==> src/rtl/core/nbfj_pkg.sv <==
// Shared types, constants and saturating helpers for the force/jerk block.
// No dependencies; imported by every module under rtl/core but the checker.
package nbfj_pkg;

    localparam int WORD_W    = 64;
    localparam int MASS_W    = 63;
    localparam int FRAC_BITS = 47;

    localparam logic [WORD_W-1:0] PAT_MAX    = 64'h7FFF_FFFF_FFFF_FFFF;
    localparam logic [WORD_W-1:0] PAT_MIN    = 64'h8000_0000_0000_0000;
    // at or below this squared distance the inverse root pins at full scale
    localparam logic [WORD_W-1:0] TINY_LIMIT = 64'd32768;

    typedef enum logic [1:0] {
        KIND_LOAD = 2'd0,
        KIND_SRC  = 2'd1,
        KIND_SKIP = 2'd2
    } item_kind_t;

    typedef struct packed {
        item_kind_t                 kind;
        logic                       last;
        logic [2:0][WORD_W-1:0]     pos;
        logic [2:0][WORD_W-1:0]     vel;
        logic [MASS_W-1:0]          mass;
    } q_item_t;

    function automatic logic [WORD_W-1:0] sat_add(input logic [WORD_W-1:0] a,
                                                  input logic [WORD_W-1:0] b);
        logic [WORD_W-1:0] s;
        s = a + b;
        if (a[WORD_W-1] == b[WORD_W-1] && s[WORD_W-1] != a[WORD_W-1])
            s = a[WORD_W-1] ? PAT_MIN : PAT_MAX;
        return s;
    endfunction

    function automatic logic [WORD_W-1:0] sat_sub(input logic [WORD_W-1:0] a,
                                                  input logic [WORD_W-1:0] b);
        logic [WORD_W-1:0] s;
        s = a - b;
        if (a[WORD_W-1] != b[WORD_W-1] && s[WORD_W-1] != a[WORD_W-1])
            s = a[WORD_W-1] ? PAT_MIN : PAT_MAX;
        return s;
    endfunction

endpackage

==> src/rtl/core/nbfj_front.sv <==
// Front end: accepts stream items, tags them load / source / self-skip,
// and holds them in a two-entry queue. Depends on nbfj_pkg.
module nbfj_front
    import nbfj_pkg::*;
#(
    parameter int INDEX_BITS = 16
) (
    input  logic          aclk,
    input  logic          aresetn,
    input  logic          s_tvalid,
    output logic          s_tready,
    // index[15:0], pos_x, pos_y, pos_z, vel_x, vel_y, vel_z, mass[62:0], pad
    input  logic [463:0]  s_tdata,
    input  logic          s_tuser,   // operation
    input  logic          s_tlast,   // last_source
    output q_item_t       q_item,
    output logic          q_valid,
    input  logic          q_ready
);

    q_item_t                 fifo_reg [2];
    logic                    wr_ptr_reg, rd_ptr_reg;
    logic [1:0]              count_reg;
    logic [INDEX_BITS-1:0]   tgt_idx_reg;
    logic [INDEX_BITS-1:0]   idx_in;
    q_item_t                 item_in;
    logic                    push, pop;

    assign idx_in = INDEX_BITS'(s_tdata[15:0]);

    always_comb begin
        item_in.last = s_tlast;
        for (int k = 0; k < 3; k++) begin
            item_in.pos[k] = s_tdata[16 + 64*k +: 64];
            item_in.vel[k] = s_tdata[208 + 64*k +: 64];
        end
        item_in.mass = s_tdata[462:400];
        if (!s_tuser)
            item_in.kind = KIND_LOAD;
        else if (idx_in == tgt_idx_reg)
            item_in.kind = KIND_SKIP;
        else
            item_in.kind = KIND_SRC;
    end

    assign s_tready = (count_reg != 2'd2);
    assign push     = s_tvalid && s_tready;
    assign q_valid  = (count_reg != 2'd0);
    assign pop      = q_valid && q_ready;
    assign q_item   = fifo_reg[rd_ptr_reg];

    always_ff @(posedge aclk) begin
        if (!aresetn) begin
            wr_ptr_reg  <= 1'b0;
            rd_ptr_reg  <= 1'b0;
            count_reg   <= 2'd0;
            tgt_idx_reg <= '0;
        end else begin
            if (push) begin
                fifo_reg[wr_ptr_reg] <= item_in;
                wr_ptr_reg           <= ~wr_ptr_reg;
                if (!s_tuser)
                    tgt_idx_reg <= idx_in;
            end
            if (pop)
                rd_ptr_reg <= ~rd_ptr_reg;
            count_reg <= count_reg + 2'(push) - 2'(pop);
        end
    end

endmodule

==> config.mk <==
export PLATFORM = sky130hd
export DESIGN_NAME = nbfj_front
export DESIGN_NICKNAME = d
export VERILOG_FILES = /design/src/rtl/core/nbfj_pkg.sv /design/src/rtl/core/nbfj_front.sv
export SDC_FILE = /design/constraint.sdc
export NUM_CORES = 1
export LEC_CHECK = 0
export BUFFER_PORTS_ARGS = -buffer_cell sky130_fd_sc_hd__buf_2
export CAP_MARGIN = 20
export CORE_AREA = 2 2 362 364
export CTS_CLUSTER_DIAMETER = 120
export DETAILED_ROUTE_END_ITERATION = 8
export DIE_AREA = 0 0 364 366
export HOLD_SLACK_MARGIN = 0.02
export SYNTH_ARGS = -nofsm -noshare
export SYNTH_HDL_FRONTEND = slang
export SYNTH_SLANG_ARGS = --single-unit
==> constraint.sdc <==
create_clock -name aclk -period 66.6 [get_ports aclk]
set_input_delay 3.33 -clock aclk [delete_from_list [all_inputs] [get_ports aclk]]
set_output_delay 3.33 -clock aclk [all_outputs]
set_load 0.02 [all_outputs]
==> summary.txt <==
Run status
  • Status: finished clean

Routing
  • WL final: 91.5 mm
  • Via count: 17700
  • # DRC: 0
  • Wire per inst: 21.1 um
  • Routed Antenna Nets: 0
  • Detailed Routing Iterations Pass 1: 4
  • Drt via density: 4.08
  • Drt initial violations: 1014

Clock network
  • Hold-fix buffers, CTS: 0
  • Clock Tree Buf Depth: 3
  • Setup Fix Bufs, Post-CTS: 0
  • Clock insertion delay at the later pin of the skew report: 690 ps
  • Clock Sinks: 921
  • H-tree depth: 3
  • Root Buffer: clkbuf_16
  • Total CTS buffers: 100
  • Post-CTS Resized: 0
  • Clk slew on worst S/H paths: 60 ps
  • CTS tree: yes

Place
  • I/O Buffers: 920
  • Placed cell areas: 0.0401 mm^2
  • Gpl congestion: around 0.79
  • DP HPWL: 67.1 mm
  • DP Worst Slack: 58270 ps

Synthesis
  • Most used DFF post-synth: edfxtp_1
  • Leading area contributor after synthesis: edfxtp_1
  • Yosys top cell area share: 0.809
  • Synth Register Bits: 921
  • Mapped Nets: 1977
  • Ys Warns: 0
  • Mapped Cells: 1506
  • Number of synthesized flops with an enable pin: 900
  • Synth area leaders: edfxtp_1, mux2_2, dfxtp_1, buf_2, mux2i_1
  • Mapped Area: 0.0334 mm^2
  • Post-synthesis cell type count: 26
  • Post-synthesis sequential area ratio: 0.821
  • Synth async-reset ratio: 0
  • Mean area per synthesized cell: 22.2 um^2

Die
  • Initial Utilization: 0.259
  • IO Count: 922
  • Rows: 132
  • Die width: between 300 and 400 um
  • Die ar.: 0.133 mm^2
  • Die height: 366 um
  • Core area: 0.129 mm^2

Timing
  • Final worst-path setup slack: 57750 ps
  • Setup Skew: 19.2 ps
  • Final setup viols: 0
  • RSZ-0062 raised after global routing: no
  • Final Cycle Share: 0.133
  • Worst-margin pin slew: 980 ps
  • Peak Freq: 113 MHz
  • Setup TNS: 0 ps
  • Slew margin rel.: 0.347
  • WHS: 530 ps
  • Hold Fails Final Rpt: 0
  • Fin crit period: about 9000 ps
  • Slew Limit Fails: 0

Global route
  • Vias in the first global route: 18300
  • All-Layer GR Usage: 0.133
  • Initial antenna violation count: 63
  • Largest net degree at the start of global routing: 69
  • GR Overflow Total: 0
  • First-pass GRT wire length: ~130 mm

Hold path
  • Hold Crit Class: flip-flop to flip-flop
  • Hold Path Cell Cnt: 2

Power
  • Net switching power: about 0.44 mW
  • Sw Share: 0.284
  • Int Power: about 1.1 mW
  • Leak: 15.6 nW
  • Clock power share: 0.342
  • PwrDens: 36.2 mW/mm^2
  • Total power: ~1.6 mW
  • Comb pwr share: 0.214
  • Flop pwr share: 0.444
  • Max rail drop VDD: 0.0000234 V

Layout
  • Layout cells sized above 1: 0.594
  • Largest register FFs: 900
  • Fin area: 0.0434 mm^2
  • Area growth, synth to finish: 29.7%
  • Nets: 2966

Critical path
  • Crit-path max FO: 62
  • Crit path max-delay family: buffers and inverters
  • CP Depth: 6
  • Worst EP required: ~63000 ps
  • Bufs and invs on worst path: 5
  • Crit-path slowest cell: dfxtp_4
  • Most Frequent Cell on Critical Path: buf_4
  • Reg2reg path depth: 6
  • Worst path cell trace: buf_4 -> buf_4 -> buf_4 -> buf_4 -> mux2_2 -> buf_2
  • Nature of the critical path endpoint: output pin
  • Worst path max stage delay: 890 ps
  • Crit Path Class: flip-flop to output pin
  • Crit start category: flip-flop
  • Worst EP arrival: 5520 ps

Job
  • MaxCap Viol Count: 0
[final cells by class]
type                       instances  area [um^2]
timing repair buffer             941         4760
multi-input combinational        530         5690
antenna                           16         40.0
fill                           12400        85600
tap                             1742         2180
clock buffer                     125         2660
inverter                           1         3.75
clock inverter                    62          563
sequential                       921        27500
[synthesized netlist by cell type (4+ instances only)]
master and count:
xor2_1 17, mux2_2 450, dfxtp_1 21, nor4_1 4, mux2i_1 16, nor2_1 4
buf_2 50, and2_1 7, edfxtp_1 900, nor2b_1 17
[path summary, 6_finish.rpt]
path                   startpoint               end  slack (ps)
hold reg to reg   tgt_idx_reg[10]   tgt_idx_reg[10]         530
hold / removal    tgt_idx_reg[10]   tgt_idx_reg[10]         530
setup reg to reg     count_reg[0]  fifo_reg[1][127]       62100
setup / recovery        flip-flop       q_item[338]       57750
[per-layer routing]
metal | GRT usage | vias up | routed length [um]
met5 | 0 | - | 80
met4 | 0.0389 | 12 | 2210
li1 | - | 8015 | -
met3 | 0.0529 | 189 | 9530
met1 | 0.150 | 8747 | 34500
met2 | 0.229 | 745 | 45200
[power groups by stage]
| stage | registers, mW | clock network, mW | logic, mW |
|---|---|---|---|
| 2_1_floorplan | 0.730 | 0 | 0.221 |
| 3_3_place_gp | 0.707 | 0 | 0.342 |
| 3_5_place_dp | 0.709 | 0 | 0.341 |
| 4_1_cts | 0.697 | 0.554 | 0.343 |
| 5_1_grt | 0.700 | 0.574 | 0.358 |
| 6_report | 0.696 | 0.536 | 0.336 |
[per-stage QoR]
step | std cells | utilization
2_1_floorplan | 1506 | -
3_3_place_gp | 4135 | 0.311
3_5_place_dp | 4135 | 0.311
4_1_cts | 4322 | 0.336
5_1_grt | 4324 | 0.336
6_report | 4338 | 0.336
[worst reg2reg max path: stages (launching register included)]
cell and delay [ps]:
dfxtp_1 420, nand2b_2 190, and2_1 180, and3_4 830, buf_4 910, buf_4 760
buf_4 800
[logic make-up after synthesis]
logic type / count (synthesis) / synth area share
AND/OR/NAND/NOR: 40 / 0.00722
XOR/XNOR: 19 / 0.00498
multiplexers: 466 / 0.156
AO/OA/AOI/OAI: 4 / 0.000936
adder cells (fa/ha/maj): 1 / 0.000374
buffers and inverters: 55 / 0.00902
flip-flops: 921 / 0.821
[layout by cell type, fill, tap and decap left out, drive strengths merged, types with 16 or more instances in the layout]
cell type | netlist | routed
buf | 52 | 941
clkbuf | 2 | 125
clkinv | 0 | 44
dfxtp | 21 | 21
diode | 0 | 16
edfxtp | 900 | 900
mux2 | 450 | 450
mux2i | 16 | 16
nor2b | 17 | 17
xor2 | 17 | 17
No activity file was read; power rests on OpenSTA's default activity.
